--- src/hw/rtl/rdp_pkg.sv ---
// ============================================================================
// rdp_pkg
// Shared types, constants and coil pattern lookup for the dot printer
// sequencer.
// ============================================================================
package rdp_pkg;

    // default depth of the queue between front and back
    localparam int QUEUE_DEPTH_DEF = 4;

    // motion constants
    localparam logic [10:0] LOAD_FEED_STEPS    = 11'd100;
    localparam logic [10:0] FEED_STEPS_PER_ROW = 11'd3;
    localparam logic [14:0] PAPER_HOLD_US      = 15'd4000;

    // result action codes
    localparam logic [2:0] ACT_NONE    = 3'd0;
    localparam logic [2:0] ACT_RIGHT   = 3'd1;
    localparam logic [2:0] ACT_LEFT    = 3'd2;
    localparam logic [2:0] ACT_PAPER   = 3'd3;
    localparam logic [2:0] ACT_FIRE    = 3'd4;
    localparam logic [2:0] ACT_RELEASE = 3'd5;
    localparam logic [2:0] ACT_DONE    = 3'd6;

    // live configuration
    typedef struct packed {
        logic [7:0]  width_bytes;
        logic [11:0] height_rows;
        logic [14:0] right_step_us;
        logic [14:0] left_step_us;
        logic [11:0] write_pulse_us;
    } t_cfg;

    // one queued job for the back end: either a finished single result
    // or a pixel byte to be expanded
    typedef struct packed {
        logic        is_byte;
        logic [2:0]  action;
        logic [3:0]  head_coils;
        logic [3:0]  paper_coils;
        logic [14:0] hold_us;
        logic        refused;
        logic        need_byte;
        logic [7:0]  pixel;
        logic [2:0]  head_phase;
    } t_qentry;

    // half-step head coil patterns
    function automatic logic [3:0] head_pattern(input logic [2:0] ph);
        logic [3:0] pat;
        unique case (ph)
            3'd0:    pat = 4'd1;
            3'd1:    pat = 4'd3;
            3'd2:    pat = 4'd2;
            3'd3:    pat = 4'd6;
            3'd4:    pat = 4'd4;
            3'd5:    pat = 4'd12;
            3'd6:    pat = 4'd8;
            default: pat = 4'd9;
        endcase
        return pat;
    endfunction

endpackage

--- src/hw/rtl/raster_dot_printer_sequencer.sv ---
// ============================================================================
// raster_dot_printer_sequencer
// Dot printer engine sequencer: job control, half-step head and wave-drive
// paper motor phases, pixel byte expansion into pen and head actions.
// ============================================================================
// Usage:
// - input channel (i_valid / o_stall): items with i_kind (start, pixel byte,
//   advance, abort) and i_pixel_byte; accepted when i_valid and !o_stall
// - output channel (o_valid / i_stall): one result per accepted transfer;
//   o_last marks the final result of an item
// - config channel (i_cfg_valid / o_cfg_ready): register index and data;
//   ready is always high, writes to unused indexes are dropped
// - an item is classified in the cycle it is accepted and queued; its first
//   result passes through the queue entry and then the output register
//   before it shows on the output
// - start, advance, abort and refused items give one result each and flow at
//   one item per cycle while nothing stalls; a pixel byte gives 8 to 16
//   results, one per cycle while the output is not stalled, set by the
//   back-end expansion counter (8 right steps plus one fire per set bit)
// - o_stall rises only when the job queue is full; a stalled output holds
//   its result and the queue absorbs new items until it fills
// - reset clears the job, queue and output; head phase starts at the last
//   half step, paper phase at zero, registers at their defaults
// ============================================================================
module raster_dot_printer_sequencer
    import rdp_pkg::*;
#(
    parameter int QUEUE_DEPTH = QUEUE_DEPTH_DEF
) (
    input  logic        i_clk,
    input  logic        i_rst_n,
    // item input
    input  logic        i_valid,
    output logic        o_stall,
    input  logic [1:0]  i_kind,
    input  logic [7:0]  i_pixel_byte,
    // result output
    output logic        o_valid,
    input  logic        i_stall,
    output logic [2:0]  o_action,
    output logic [3:0]  o_head_coils,
    output logic [3:0]  o_paper_coils,
    output logic        o_fire,
    output logic [14:0] o_hold_us,
    output logic        o_need_byte,
    output logic        o_refused,
    output logic        o_last,
    // configuration writes
    input  logic        i_cfg_valid,
    output logic        o_cfg_ready,
    input  logic [2:0]  i_cfg_index,
    input  logic [14:0] i_cfg_data
);

    // register indexes
    localparam logic [2:0] CFG_WIDTH_BYTES    = 3'd0;
    localparam logic [2:0] CFG_HEIGHT_ROWS    = 3'd1;
    localparam logic [2:0] CFG_RIGHT_STEP_US  = 3'd2;
    localparam logic [2:0] CFG_LEFT_STEP_US   = 3'd3;
    localparam logic [2:0] CFG_WRITE_PULSE_US = 3'd4;

    t_cfg    r_cfg;
    logic    w_accept;
    logic    w_q_full;
    logic    w_q_nonempty;
    logic    w_q_pop;
    t_qentry w_push_entry;
    t_qentry w_head_entry;

    assign o_cfg_ready = 1'b1;
    assign o_stall     = w_q_full;
    assign w_accept    = i_valid && !w_q_full;

    // configuration registers
    always_ff @(posedge i_clk) begin
        if (!i_rst_n) begin
            r_cfg.width_bytes    <= 8'd0;
            r_cfg.height_rows    <= 12'd0;
            r_cfg.right_step_us  <= 15'd3000;
            r_cfg.left_step_us   <= 15'd1800;
            r_cfg.write_pulse_us <= 12'd40;
        end else if (i_cfg_valid && o_cfg_ready) begin
            unique case (i_cfg_index)
                CFG_WIDTH_BYTES:    r_cfg.width_bytes    <= i_cfg_data[7:0];
                CFG_HEIGHT_ROWS:    r_cfg.height_rows    <= i_cfg_data[11:0];
                CFG_RIGHT_STEP_US:  r_cfg.right_step_us  <= i_cfg_data;
                CFG_LEFT_STEP_US:   r_cfg.left_step_us   <= i_cfg_data;
                CFG_WRITE_PULSE_US: r_cfg.write_pulse_us <= i_cfg_data[11:0];
                default: begin
                end
            endcase
        end
    end

    // front: job control
    rdp_front u_front (
        .i_clk        (i_clk),
        .i_rst_n      (i_rst_n),
        .i_cfg        (r_cfg),
        .i_accept     (w_accept),
        .i_kind       (i_kind),
        .i_pixel_byte (i_pixel_byte),
        .o_entry      (w_push_entry)
    );

    // job queue
    rdp_queue #(
        .DEPTH (QUEUE_DEPTH)
    ) u_queue (
        .i_clk      (i_clk),
        .i_rst_n    (i_rst_n),
        .i_push     (w_accept),
        .i_data     (w_push_entry),
        .i_pop      (w_q_pop),
        .o_full     (w_q_full),
        .o_nonempty (w_q_nonempty),
        .o_data     (w_head_entry)
    );

    // back: result expansion and output register
    rdp_back u_back (
        .i_clk         (i_clk),
        .i_rst_n       (i_rst_n),
        .i_cfg         (r_cfg),
        .i_q_nonempty  (w_q_nonempty),
        .i_q_data      (w_head_entry),
        .o_q_pop       (w_q_pop),
        .o_valid       (o_valid),
        .i_stall       (i_stall),
        .o_action      (o_action),
        .o_head_coils  (o_head_coils),
        .o_paper_coils (o_paper_coils),
        .o_fire        (o_fire),
        .o_hold_us     (o_hold_us),
        .o_need_byte   (o_need_byte),
        .o_refused     (o_refused),
        .o_last        (o_last)
    );

endmodule

--- src/hw/rtl/rdp_queue.sv ---
// ============================================================================
// rdp_queue
// Small first-in first-out queue of jobs between the front and back ends.
// ============================================================================
module rdp_queue
    import rdp_pkg::*;
#(
    parameter int DEPTH = QUEUE_DEPTH_DEF
) (
    input  logic    i_clk,
    input  logic    i_rst_n,
    input  logic    i_push,
    input  t_qentry i_data,
    input  logic    i_pop,
    output logic    o_full,
    output logic    o_nonempty,
    output t_qentry o_data
);

    localparam int PW = (DEPTH > 1) ? $clog2(DEPTH) : 1;
    localparam int CW = $clog2(DEPTH + 1);
    localparam logic [PW-1:0] LAST_PTR = PW'(DEPTH - 1);
    localparam logic [CW-1:0] FULL_CNT = CW'(DEPTH);

    t_qentry       r_mem [DEPTH];
    logic [PW-1:0] r_wr_ptr, n_wr_ptr;
    logic [PW-1:0] r_rd_ptr, n_rd_ptr;
    logic [CW-1:0] r_count,  n_count;

    assign o_full     = (r_count == FULL_CNT);
    assign o_nonempty = (r_count != '0);
    assign o_data     = r_mem[r_rd_ptr];

    // pointer and count update
    always_comb begin
        n_wr_ptr = r_wr_ptr;
        n_rd_ptr = r_rd_ptr;
        n_count  = r_count;
        if (i_push) begin
            n_wr_ptr = (r_wr_ptr == LAST_PTR) ? '0 : r_wr_ptr + 1'b1;
        end
        if (i_pop) begin
            n_rd_ptr = (r_rd_ptr == LAST_PTR) ? '0 : r_rd_ptr + 1'b1;
        end
        if (i_push && !i_pop) begin
            n_count = r_count + 1'b1;
        end else if (!i_push && i_pop) begin
            n_count = r_count - 1'b1;
        end
    end

    always_ff @(posedge i_clk) begin
        if (!i_rst_n) begin
            r_wr_ptr <= '0;
            r_rd_ptr <= '0;
            r_count  <= '0;
        end else begin
            r_wr_ptr <= n_wr_ptr;
            r_rd_ptr <= n_rd_ptr;
            r_count  <= n_count;
        end
    end

    // entry storage
    always_ff @(posedge i_clk) begin
        if (i_push) begin
            r_mem[r_wr_ptr] <= i_data;
        end
    end

endmodule

--- src/hw/rtl/rdp_front.sv ---
// ============================================================================
// rdp_front
// Accepts items, runs the job state machine and motor phase tracking, and
// queues one job per item for the back end.
// ============================================================================
module rdp_front
    import rdp_pkg::*;
(
    input  logic       i_clk,
    input  logic       i_rst_n,
    input  t_cfg       i_cfg,
    input  logic       i_accept,
    input  logic [1:0] i_kind,
    input  logic [7:0] i_pixel_byte,
    output t_qentry    o_entry
);

    // job phase codes
    localparam logic [2:0] PH_IDLE     = 3'd0;
    localparam logic [2:0] PH_LOAD     = 3'd1;
    localparam logic [2:0] PH_SWEEP_R  = 3'd2;
    localparam logic [2:0] PH_SWEEP_L  = 3'd3;
    localparam logic [2:0] PH_ROW_FEED = 3'd4;
    localparam logic [2:0] PH_BYTES    = 3'd5;
    localparam logic [2:0] PH_RETURN   = 3'd6;
    localparam logic [2:0] PH_FINISH   = 3'd7;

    // item kinds
    localparam logic [1:0] KIND_START   = 2'd0;
    localparam logic [1:0] KIND_PIXEL   = 2'd1;
    localparam logic [1:0] KIND_ADVANCE = 2'd2;
    localparam logic [1:0] KIND_ABORT   = 2'd3;

    typedef struct packed {
        logic [2:0]  phase;
        logic [10:0] moves;
        logic        rel;
        logic        clr_bytes;
    } t_enter;

    // phase entry, following the fall-through of empty sweeps and rows
    function automatic t_enter enter_phase(input logic [2:0]  ph,
                                           input logic [10:0] span,
                                           input logic        width_zero,
                                           input logic        rows_reached);
        t_enter e;
        e.phase     = ph;
        e.moves     = '0;
        e.rel       = 1'b0;
        e.clr_bytes = 1'b0;
        unique case (ph)
            PH_LOAD: begin
                e.moves = LOAD_FEED_STEPS;
            end
            PH_SWEEP_R: begin
                if (span == '0) begin
                    e.phase = PH_SWEEP_L;
                    e.rel   = 1'b1;
                end else begin
                    e.moves = span;
                end
            end
            PH_SWEEP_L, PH_RETURN: begin
                e.moves = span;
                e.rel   = (span == '0);
            end
            PH_ROW_FEED: begin
                if (rows_reached) begin
                    e.phase = PH_FINISH;
                end else begin
                    e.moves = FEED_STEPS_PER_ROW;
                end
            end
            PH_BYTES: begin
                e.clr_bytes = 1'b1;
                if (width_zero) begin
                    e.phase = PH_RETURN;
                    e.rel   = 1'b1;
                end
            end
            default: begin
            end
        endcase
        return e;
    endfunction

    logic [2:0]  r_phase,      n_phase;
    logic [10:0] r_moves,      n_moves;
    logic [7:0]  r_bytes,      n_bytes;
    logic [11:0] r_rows,       n_rows;
    logic [2:0]  r_head_phase, n_head_phase;
    logic [1:0]  r_paper_phase, n_paper_phase;
    logic        r_rel,        n_rel;
    logic        r_head_on,    n_head_on;
    logic        r_paper_on,   n_paper_on;

    logic        w_use_enter;
    logic [2:0]  w_target;
    t_enter      w_enter;
    logic [10:0] w_span;
    logic [7:0]  w_bytes_inc;
    logic [10:0] w_moves_dec;
    logic        w_paper_phase_kind;
    logic [1:0]  w_paper_idx;

    assign w_span             = {i_cfg.width_bytes, 3'b000};
    assign w_bytes_inc        = r_bytes + 8'd1;
    assign w_moves_dec        = (r_moves != '0) ? r_moves - 11'd1 : '0;
    assign w_paper_phase_kind = (r_phase == PH_LOAD) || (r_phase == PH_ROW_FEED);

    // next state and queued job
    always_comb begin
        n_phase       = r_phase;
        n_moves       = r_moves;
        n_bytes       = r_bytes;
        n_rows        = r_rows;
        n_head_phase  = r_head_phase;
        n_paper_phase = r_paper_phase;
        n_rel         = r_rel;
        n_head_on     = r_head_on;
        n_paper_on    = r_paper_on;
        w_use_enter   = 1'b0;
        w_target      = PH_IDLE;
        w_enter       = '0;
        w_paper_idx   = '0;

        o_entry            = '0;
        o_entry.action     = ACT_NONE;
        o_entry.pixel      = i_pixel_byte;
        o_entry.head_phase = r_head_phase;

        priority if (i_kind == KIND_START && r_phase == PH_IDLE) begin
            n_bytes     = '0;
            n_rows      = '0;
            w_use_enter = 1'b1;
            w_target    = PH_LOAD;
        end else if (i_kind == KIND_PIXEL && r_phase == PH_BYTES) begin
            // the byte ends with a right step, so the head is on afterwards
            o_entry.is_byte = 1'b1;
            n_head_on       = 1'b1;
            n_bytes         = w_bytes_inc;
            if (w_bytes_inc >= i_cfg.width_bytes || w_bytes_inc == '0) begin
                w_use_enter = 1'b1;
                w_target    = PH_RETURN;
            end
        end else if (i_kind == KIND_ADVANCE && r_phase != PH_IDLE &&
                     r_phase != PH_BYTES) begin
            priority if (r_phase == PH_FINISH) begin
                n_head_on      = 1'b0;
                n_paper_on     = 1'b0;
                n_phase        = PH_IDLE;
                n_moves        = '0;
                n_bytes        = '0;
                n_rows         = '0;
                n_rel          = 1'b0;
                o_entry.action = ACT_DONE;
            end else if (r_phase == PH_SWEEP_R) begin
                n_head_phase    = r_head_phase + 3'd1;
                n_head_on       = 1'b1;
                o_entry.action  = ACT_RIGHT;
                o_entry.hold_us = i_cfg.right_step_us;
                n_moves         = w_moves_dec;
                if (w_moves_dec == '0) begin
                    w_use_enter = 1'b1;
                    w_target    = PH_SWEEP_L;
                end
            end else if (r_rel || r_moves == '0) begin
                // end of a move: drop the coils of the motor that moved
                if (w_paper_phase_kind) begin
                    n_paper_on = 1'b0;
                end else begin
                    n_head_on = 1'b0;
                end
                o_entry.action = ACT_RELEASE;
                w_use_enter    = 1'b1;
                priority if (r_phase == PH_LOAD) begin
                    w_target = PH_SWEEP_R;
                end else if (r_phase == PH_SWEEP_L) begin
                    w_target = PH_ROW_FEED;
                end else if (r_phase == PH_ROW_FEED) begin
                    w_target = PH_BYTES;
                end else begin
                    n_rows   = r_rows + 12'd1;
                    w_target = PH_ROW_FEED;
                end
            end else begin
                if (w_paper_phase_kind) begin
                    n_paper_phase   = r_paper_phase + 2'd1;
                    n_paper_on      = 1'b1;
                    o_entry.action  = ACT_PAPER;
                    o_entry.hold_us = PAPER_HOLD_US;
                end else begin
                    n_head_phase    = r_head_phase - 3'd1;
                    n_head_on       = 1'b1;
                    o_entry.action  = ACT_LEFT;
                    o_entry.hold_us = i_cfg.left_step_us;
                end
                n_moves = r_moves - 11'd1;
                if (n_moves == '0) begin
                    n_rel = 1'b1;
                end
            end
        end else if (i_kind == KIND_ABORT && r_phase != PH_IDLE) begin
            n_head_on      = 1'b0;
            n_paper_on     = 1'b0;
            n_phase        = PH_IDLE;
            n_moves        = '0;
            n_bytes        = '0;
            n_rows         = '0;
            n_rel          = 1'b0;
            o_entry.action = ACT_DONE;
        end else begin
            o_entry.refused = 1'b1;
        end

        // phase entry uses the updated row count
        if (w_use_enter) begin
            w_enter = enter_phase(w_target, w_span, (i_cfg.width_bytes == '0),
                                  (n_rows >= i_cfg.height_rows));
            n_phase = w_enter.phase;
            n_moves = w_enter.moves;
            n_rel   = w_enter.rel;
            if (w_enter.clr_bytes) begin
                n_bytes = '0;
            end
        end

        // coil levels after the item
        w_paper_idx         = n_paper_phase - 2'd1;
        o_entry.head_coils  = n_head_on ? head_pattern(n_head_phase) : 4'd0;
        o_entry.paper_coils = n_paper_on ? (4'd1 << w_paper_idx) : 4'd0;
        o_entry.need_byte   = (n_phase == PH_BYTES);
    end

    always_ff @(posedge i_clk) begin
        if (!i_rst_n) begin
            r_phase       <= PH_IDLE;
            r_moves       <= '0;
            r_bytes       <= '0;
            r_rows        <= '0;
            r_head_phase  <= 3'd7;
            r_paper_phase <= '0;
            r_rel         <= 1'b0;
            r_head_on     <= 1'b0;
            r_paper_on    <= 1'b0;
        end else if (i_accept) begin
            r_phase       <= n_phase;
            r_moves       <= n_moves;
            r_bytes       <= n_bytes;
            r_rows        <= n_rows;
            r_head_phase  <= n_head_phase;
            r_paper_phase <= n_paper_phase;
            r_rel         <= n_rel;
            r_head_on     <= n_head_on;
            r_paper_on    <= n_paper_on;
        end
    end

endmodule

--- src/hw/rtl/rdp_back.sv ---
// ============================================================================
// rdp_back
// Takes queued jobs and drives the output register, expanding a pixel byte
// into its fire and right step results one per cycle while not stalled.
// ============================================================================
module rdp_back
    import rdp_pkg::*;
(
    input  logic        i_clk,
    input  logic        i_rst_n,
    input  t_cfg        i_cfg,
    input  logic        i_q_nonempty,
    input  t_qentry     i_q_data,
    output logic        o_q_pop,
    output logic        o_valid,
    input  logic        i_stall,
    output logic [2:0]  o_action,
    output logic [3:0]  o_head_coils,
    output logic [3:0]  o_paper_coils,
    output logic        o_fire,
    output logic [14:0] o_hold_us,
    output logic        o_need_byte,
    output logic        o_refused,
    output logic        o_last
);

    logic        r_valid;
    logic [2:0]  r_cnt, n_cnt;
    logic        r_fired, n_fired;
    logic [2:0]  r_action, n_action;
    logic [3:0]  r_head_coils, n_head_coils;
    logic [3:0]  r_paper_coils, n_paper_coils;
    logic        r_fire, n_fire;
    logic [14:0] r_hold_us, n_hold_us;
    logic        r_need_byte, n_need_byte;
    logic        r_refused, n_refused;
    logic        r_last, n_last;

    logic        w_load;
    logic        w_bit;
    logic        w_fire_now;

    assign w_load     = !r_valid || !i_stall;
    assign w_bit      = i_q_data.pixel[3'd7 - r_cnt];
    assign w_fire_now = i_q_data.is_byte && w_bit && !r_fired;
    assign o_q_pop    = w_load && i_q_nonempty && n_last;

    // next result from the queue head
    always_comb begin
        n_cnt         = r_cnt;
        n_fired       = r_fired;
        n_action      = i_q_data.action;
        n_head_coils  = i_q_data.head_coils;
        n_paper_coils = i_q_data.paper_coils;
        n_fire        = (i_q_data.action == ACT_FIRE);
        n_hold_us     = i_q_data.hold_us;
        n_need_byte   = i_q_data.need_byte;
        n_refused     = i_q_data.refused;
        n_last        = 1'b1;
        if (i_q_data.is_byte) begin
            if (w_fire_now) begin
                // pen fires with the head coils off
                n_action     = ACT_FIRE;
                n_head_coils = 4'd0;
                n_fire       = 1'b1;
                n_hold_us    = {3'b000, i_cfg.write_pulse_us};
                n_last       = 1'b0;
                n_fired      = 1'b1;
            end else begin
                n_action     = ACT_RIGHT;
                n_head_coils = head_pattern(i_q_data.head_phase + r_cnt + 3'd1);
                n_fire       = 1'b0;
                n_hold_us    = i_cfg.right_step_us;
                n_last       = (r_cnt == 3'd7);
                n_fired      = 1'b0;
                n_cnt        = r_cnt + 3'd1;
            end
        end
    end

    // control state
    always_ff @(posedge i_clk) begin
        if (!i_rst_n) begin
            r_valid <= 1'b0;
            r_cnt   <= '0;
            r_fired <= 1'b0;
        end else if (w_load) begin
            r_valid <= i_q_nonempty;
            if (i_q_nonempty) begin
                r_cnt   <= n_cnt;
                r_fired <= n_fired;
            end
        end
    end

    // output payload
    always_ff @(posedge i_clk) begin
        if (w_load && i_q_nonempty) begin
            r_action      <= n_action;
            r_head_coils  <= n_head_coils;
            r_paper_coils <= n_paper_coils;
            r_fire        <= n_fire;
            r_hold_us     <= n_hold_us;
            r_need_byte   <= n_need_byte;
            r_refused     <= n_refused;
            r_last        <= n_last;
        end
    end

    assign o_valid       = r_valid;
    assign o_action      = r_action;
    assign o_head_coils  = r_head_coils;
    assign o_paper_coils = r_paper_coils;
    assign o_fire        = r_fire;
    assign o_hold_us     = r_hold_us;
    assign o_need_byte   = r_need_byte;
    assign o_refused     = r_refused;
    assign o_last        = r_last;

endmodule

--- config.mk ---
export PLATFORM = sky130hd
export DESIGN_NAME = raster_dot_printer_sequencer
export DESIGN_NICKNAME = d
export VERILOG_FILES = /design/src/hw/rtl/rdp_pkg.sv /design/src/hw/rtl/raster_dot_printer_sequencer.sv /design/src/hw/rtl/rdp_queue.sv /design/src/hw/rtl/rdp_front.sv /design/src/hw/rtl/rdp_back.sv
export SDC_FILE = /design/constraint.sdc
export NUM_CORES = 1
export LEC_CHECK = 0
export ABC_AREA = 1
export BUFFER_PORTS_ARGS = -buffer_cell sky130_fd_sc_hd__buf_2
export CAP_MARGIN = 25
export CORE_ASPECT_RATIO = 1.75
export CORE_MARGIN = 2
export CORE_UTILIZATION = 55
export CTS_BUF_LIST = sky130_fd_sc_hd__clkbuf_2 sky130_fd_sc_hd__clkbuf_4 sky130_fd_sc_hd__clkbuf_8
export CTS_CLUSTER_DIAMETER = 50
export DETAILED_ROUTE_END_ITERATION = 10
export GPL_TIMING_DRIVEN = 0
export PLACE_DENSITY = 0.73
export SETUP_SLACK_MARGIN = 0.05
export SLEW_MARGIN = 10
export SYNTH_ARGS = -nofsm -noshare
export SYNTH_HDL_FRONTEND = slang
export SYNTH_HIERARCHICAL = 1
export SYNTH_SLANG_ARGS = --single-unit
--- constraint.sdc ---
create_clock -name i_clk -period 3.1 [get_ports i_clk]
set_input_delay 0.62 -clock i_clk [delete_from_list [all_inputs] [get_ports i_clk]]
set_output_delay 0.62 -clock i_clk [all_outputs]
set_load 0.1 [all_outputs]
## Word-level counts from Yosys, hierarchy flattened

Memories as Yosys holds them, arrays and structs flattened. A register that Yosys moved wholly into a read port is not among the register bits.
Index checks and enable logic that the tools add are counted.

- Output and inout bits: 33
- Register bits: 146
- Memory bits (writable): 160
- Memories kept: 1
- Word-level logic and storage cells: 287

- Shifts and indexed selects: 1
- Reduce and logical (&&, ||, !) cells: 48
- Magnitude comparators: 3
- Add/sub/neg operators: 15
- Multiplexer cells: 146
- Bitwise operators: 1
- Equal/unequal tests: 44

Memories:

| name | depth | bits a word | rd ports | clocked after memory_dff | write ports | RTL line | RTL |
|---|---|---|---|---|---|---|---|
| u_queue.r_mem | 4 | 40 | 1 | 1 | 1 | rdp_queue.sv:25 | `t_qentry r_mem [DEPTH];` |

Operators with widths:

| cell | number |
|---|---|
| $mux 12 | 10 |
| $mux 11 | 10 |
| $mux 15 | 7 |
| $mux 3 | 35 |
| $mux 8 | 7 |
| $pmux 4 s7 | 2 |
| $eq 3x3->1 const B | 17 |
| $mux 1 | 51 |
| $logic_not 11->1 | 4 |
| $pmux 11 s4 | 1 |
| $mux 16 | 2 |
| $eq 3x2->1 const B | 10 |
| $mux 2 | 13 |
| $mux 4 | 5 |
| $logic_not 8->1 | 2 |
| $eq 3x1->1 const B | 5 |
| $add 12x1->12 const B | 1 |
| $add 3x1->3 const B | 4 |
| $ge 12x12->1 | 1 |
| $logic_and 1x1->1 | 12 |
| $logic_not 3->1 | 4 |
| $ne 4x3->1 const B | 3 |
| $reduce_bool 11->1 | 1 |
| $sub 11x1->11 const B | 1 |
| other kinds (29) | 50 |

## Longest topological paths before layout

- Word-level depth: 15
- Depth in mapped cells: 28
- Depth with buffers taken out: 28

## Modules after synthesis

Netlist, hierarchy kept.

Modules (own cells, without submodules):

| module | seq. area each (um^2) | times used | area an instance (um^2) | cells an instance |
|---|---|---|---|---|
| rdp_queue | 4984.8 | 1 | 6513.7 | 447 |
| rdp_front | 840.8 | 1 | 4175.3 | 704 |
| raster_dot_printer_sequencer | 1241.2 | 1 | 2526.2 | 359 |
| rdp_back | 1001.0 | 1 | 1773.0 | 191 |

## Least setup slack after synthesis

OpenSTA, ideal clock, no wires.

- Path type: flip-flop to flip-flop
- Start point: register u_queue.r_count[0]
- End point: register u_queue.r_count[1]
- Data arrival time: 3.973 ns
- Path buffers: 0
- Stages on the path, launching flop included: 8
- Slack: -0.989 ns
- Period minus slack after synthesis: 4.089 ns
- Data required time: 2.984 ns
- Cell sequence: dfxtp_1 nor3_1 nor2_1 ha_1 inv_1 fa_1 o21ai_0 nor2_1

RTL lines:

| what | RTL line | RTL |
|---|---|---|
| start: declaration | rdp_queue.sv:28 | `logic [CW-1:0] r_count, n_count;` |
| start signal: assignment | rdp_queue.sv:60 | `r_count <= n_count;` |
| $eq 3x3->1 | rdp_queue.sv:30 | `assign o_full = (r_count == FULL_CNT);` |
| named net o_stall | raster_dot_printer_sequencer.sv:34 | `output logic o_stall,` |
| $logic_not 1->1 | raster_dot_printer_sequencer.sv:72 | `assign w_accept = i_valid && !w_q_full;` |
| $logic_and 1x1->1 | raster_dot_printer_sequencer.sv:72 |  |
| named net w_accept | raster_dot_printer_sequencer.sv:63 | `logic w_accept;` |
| $logic_and 1x1->1 | rdp_queue.sv:45 | `if (i_push && !i_pop) begin` |
| $mux 3 | rdp_queue.sv:45 |  |
| named net u_queue.n_count[1] | rdp_queue.sv:28 |  |

The timed path passes the listed nets, and every way through them passes these cells. The select of a mux whose other input is x is not followed.
A chain may end at the register's enable or synchronous reset.

==> impl_metrics.toml <==
[outcome]
status = "finished, violations left"
violations = "negative setup slack"

[logic_synthesis]
synth_edf_count = 190
syn_area_per_cell_um2 = 8.811
synth_top_area_share_pct = 38.07
async_flop_share_pct = 0
yosys-top-cells-area = "edfxtp_1 (38%), dfxtp_1 (16%), nand2_1 (7.2%)"
syn-num-nets = 1771
ys_seq_elements = 308
ys_seq_area_share_pct = 53.83
synth_cell_types = 48
synthCells = 1701
yosys_warnings = 6
yosys.area.top_type = "edfxtp_1"
dominantRegCellSynth = "edfxtp_1"
synth_area_um2 = 14990

[floorplan]
start_util_pct = 55.46
die_h_um = 222.4
core_area_um2 = 27030
std_cell_rows = 80
boundaryPins = 66
die-width_um = 128.8
dieArea_um2 = 28640

[drt]
drt_wl_total_um = 41240
drc = 0
wl_per_cell_um = 18.61
ant_nets = 0
first_iter_violations = 757
vias = 12480
first_pass_iters = 5
viasPerCell = 5.633

[setup_path]
worstSetupPathType = "reg2reg"
critical_path.max_stage_delay_ns = 0.37
arrival_ns = 3.94
cp-start-kind = "flop"
critPathMostFrequentCell = "nor2_4"
crit_path_end_kind = "flop"
worstPathMaxFanout = 5
crit_slowest_cell = "dfxtp_4"
cp_data_required_time_ns = 3.50

[sta]
finClkSkew_ns = 0.03848
slew_headroom_pct = 50.98
worstMarginPinSlew_ns = 0.7344
hold_ws_ns = 0.2345
hold_viol_final = 0
final.period_utilization_pct = 114.4
final_max_slew_viol_count = 0
max_freq_ghz = 0.2819
setup_viol = 8
rsz0062_at_grt = "true"
setup_ws_ns = -0.4471
min_period_ns = 3.547

[cells_and_area]
synthToLayoutAreaGrowth_pct = 16.16
nNetsFinal = 1920
fillCellCount = 2266
drive_gt1_share_pct = 19.98
final_cell_mix = "nand2_1 (274), nor2_1 (254), edfxtp_1 (190)"
layout_commonest_cell = "nand2_1"

[global_routing]
grt_util_all_layers_pct = 28.51
gr-total-overflow = 0
grt_pass1_wl_um = 63110
grt_max_degree = 33
grt_pass1_vias = 12190
grt_antenna_before_repair = 1

[placement]
place_hpwl_um = 29500
gp_congestion = 0.9524
io_buffers = 56

[clocking]
cts_tree = "yes"
clockRootBuffer = "clkbuf_8"
clk_path_buf_depth = 3
clkSinkCount = 308
htreeDepth = 2
holdBufCountCts = 0
cts_inserted_buffers = 45
clk_pin_slew_worst_paths_ns = 0.07
clkLatencyLatePin_ns = 0.59

[power]
powerDensity_nw_per_um2 = 929.7
p_leak_uw = 0.007204
p_total_uw = 16190
peakVddDrop_mv = 0.7191

[hold_path]
hold_path.class = "in2reg"

[job]
drv_cap = 0
==> worst max-delay path, delay by kind of cell, from the launching register on <==
| family | cells | cell delay, ns |
|---|---|---|
| and+or+nand+nor | 15 | 1.59 |
| AOI/OAI and AO/OA | 6 | 0.89 |
| xor gates and xnor gates | 1 | 0.14 |
| DFF | 1 | 0.37 |
| buffers and inverters | 2 | 0.14 |
| adders and majority gates | 1 | 0.22 |
==> per-layer routing <==
metal / track usage (%) / routed length [µm] / vias up
li1: - / - / 6037
met5: 0 / 0 / -
met2: 53.44 / 21950 / 468
met1: 29.29 / 14520 / 5837
met4: 17.08 / 2664 / 0
met3: 3.853 / 2113 / 141
==> power breakdown <==
part	total [µW]	leakage, µW	internal (µW)	switching [µW]
sequential	5540	0.00268	5220	316
combinational	7390	0.00405	2080	5310
clock	3260	0.000470	1690	1570
total	16200	0.00720	8990	7200
==> synth_stat cells (5+ instances only) <==
cell / count
nand3_2: 5
inv_1: 167
nand2_1: 288
nand2_2: 14
o22ai_1: 46
a22oi_1: 10
nor3_1: 9
nor2_4: 7
nand4_1: 22
ha_1: 35
xor2_1: 8
buf_6: 8
o21ai_1: 50
a21oi_1: 69
clkbuf_1: 22
dfxtp_1: 118
nand3_1: 147
inv_2: 9
o21ai_0: 103
buf_2: 19
edfxtp_1: 190
nor2_1: 265
nor2_2: 11
buf_4: 22
o211ai_1: 11
==> registers in the layout (all words and copies together) (netlist names), 4 cells and up, named ones only <==
register / cells
r_cfg: 62
u_back/o_head_coils: 4
u_front/r_moves: 11
u_front/r_bytes: 8
u_back/o_paper_coils: 4
u_queue/r_mem: 160
u_front/r_rows: 12
u_back/o_hold_us: 15
==> layout make-up <==
cell class                      count  area [µm²]  share of cell area [%]
Multi-Input combinational cell   1133        6001                   34.47
Antenna cell                        1       2.502                 0.01437
Clock inverter                     22       135.1                  0.7761
Timing Repair Buffer              102       694.4                   3.989
Sequential cell                   308        8093                   46.48
Tap cell                          328       410.4                   2.357
Inverter                          177       684.4                   3.931
Buffer                             83       630.6                   3.622
Clock buffer                       62       759.5                   4.362
==> per-stage QoR <==
stage	setup slack [ns]	setup TNS, ns	instance area, µm²	util (%)	cells
finish	-0.4471	-2.635	17410	64.42	2216
CTS	-0.4475	-2.395	17170	63.52	2203
floorplan	0.01500	0	15010	-	1701
global route	-0.6259	-4.043	17410	64.42	2216
detailed placement	-1.108	-8.700	15810	58.51	2091
global placement	-1.053	-8.114	15700	58.09	2085
==> cell families after synthesis <==
logic type,Yosys count,share of synthesized area (%)
compound gates,307,11.42
buf+inv,260,8.440
simple gates,778,22.46
xor+xnor,10,0.6345
flops,308,53.83
fa+ha+maj,37,3.189
other cells,1,0.02502
==> path summary, 6_finish.rpt <==
| path | cells after the start | slack, ns | start | endpoint |
|---|---|---|---|---|
| worst max-delay path | 25 | -0.45 | u_front/r_moves[5]$_SDFFE_PN0P_ | u_queue/r_mem[2][11]$_DFFE_PP_ |
| worst min-delay path | 1 | 0.23 | i_pixel_byte[3] | u_queue/r_mem[0][6]$_DFFE_PP_ |
| worst max register to register | 25 | -0.45 | u_front/r_moves[5]$_SDFFE_PN0P_ | u_queue/r_mem[2][11]$_DFFE_PP_ |
| worst min register to register | 2 | 0.45 | r_cfg[21]$_SDFFE_PN1P_ | r_cfg[21]$_SDFFE_PN1P_ |
==> what timing repair did <==
item                                    CTS  global route
gates resized for setup                  76            49
buffers inserted                         27            12
pin swaps                                25            26
endpoints found under the setup margin   22            20
hold endpoints to repair                  0             0
gates cloned                              1             0
No activity file was read; power rests on OpenSTA's default activity.
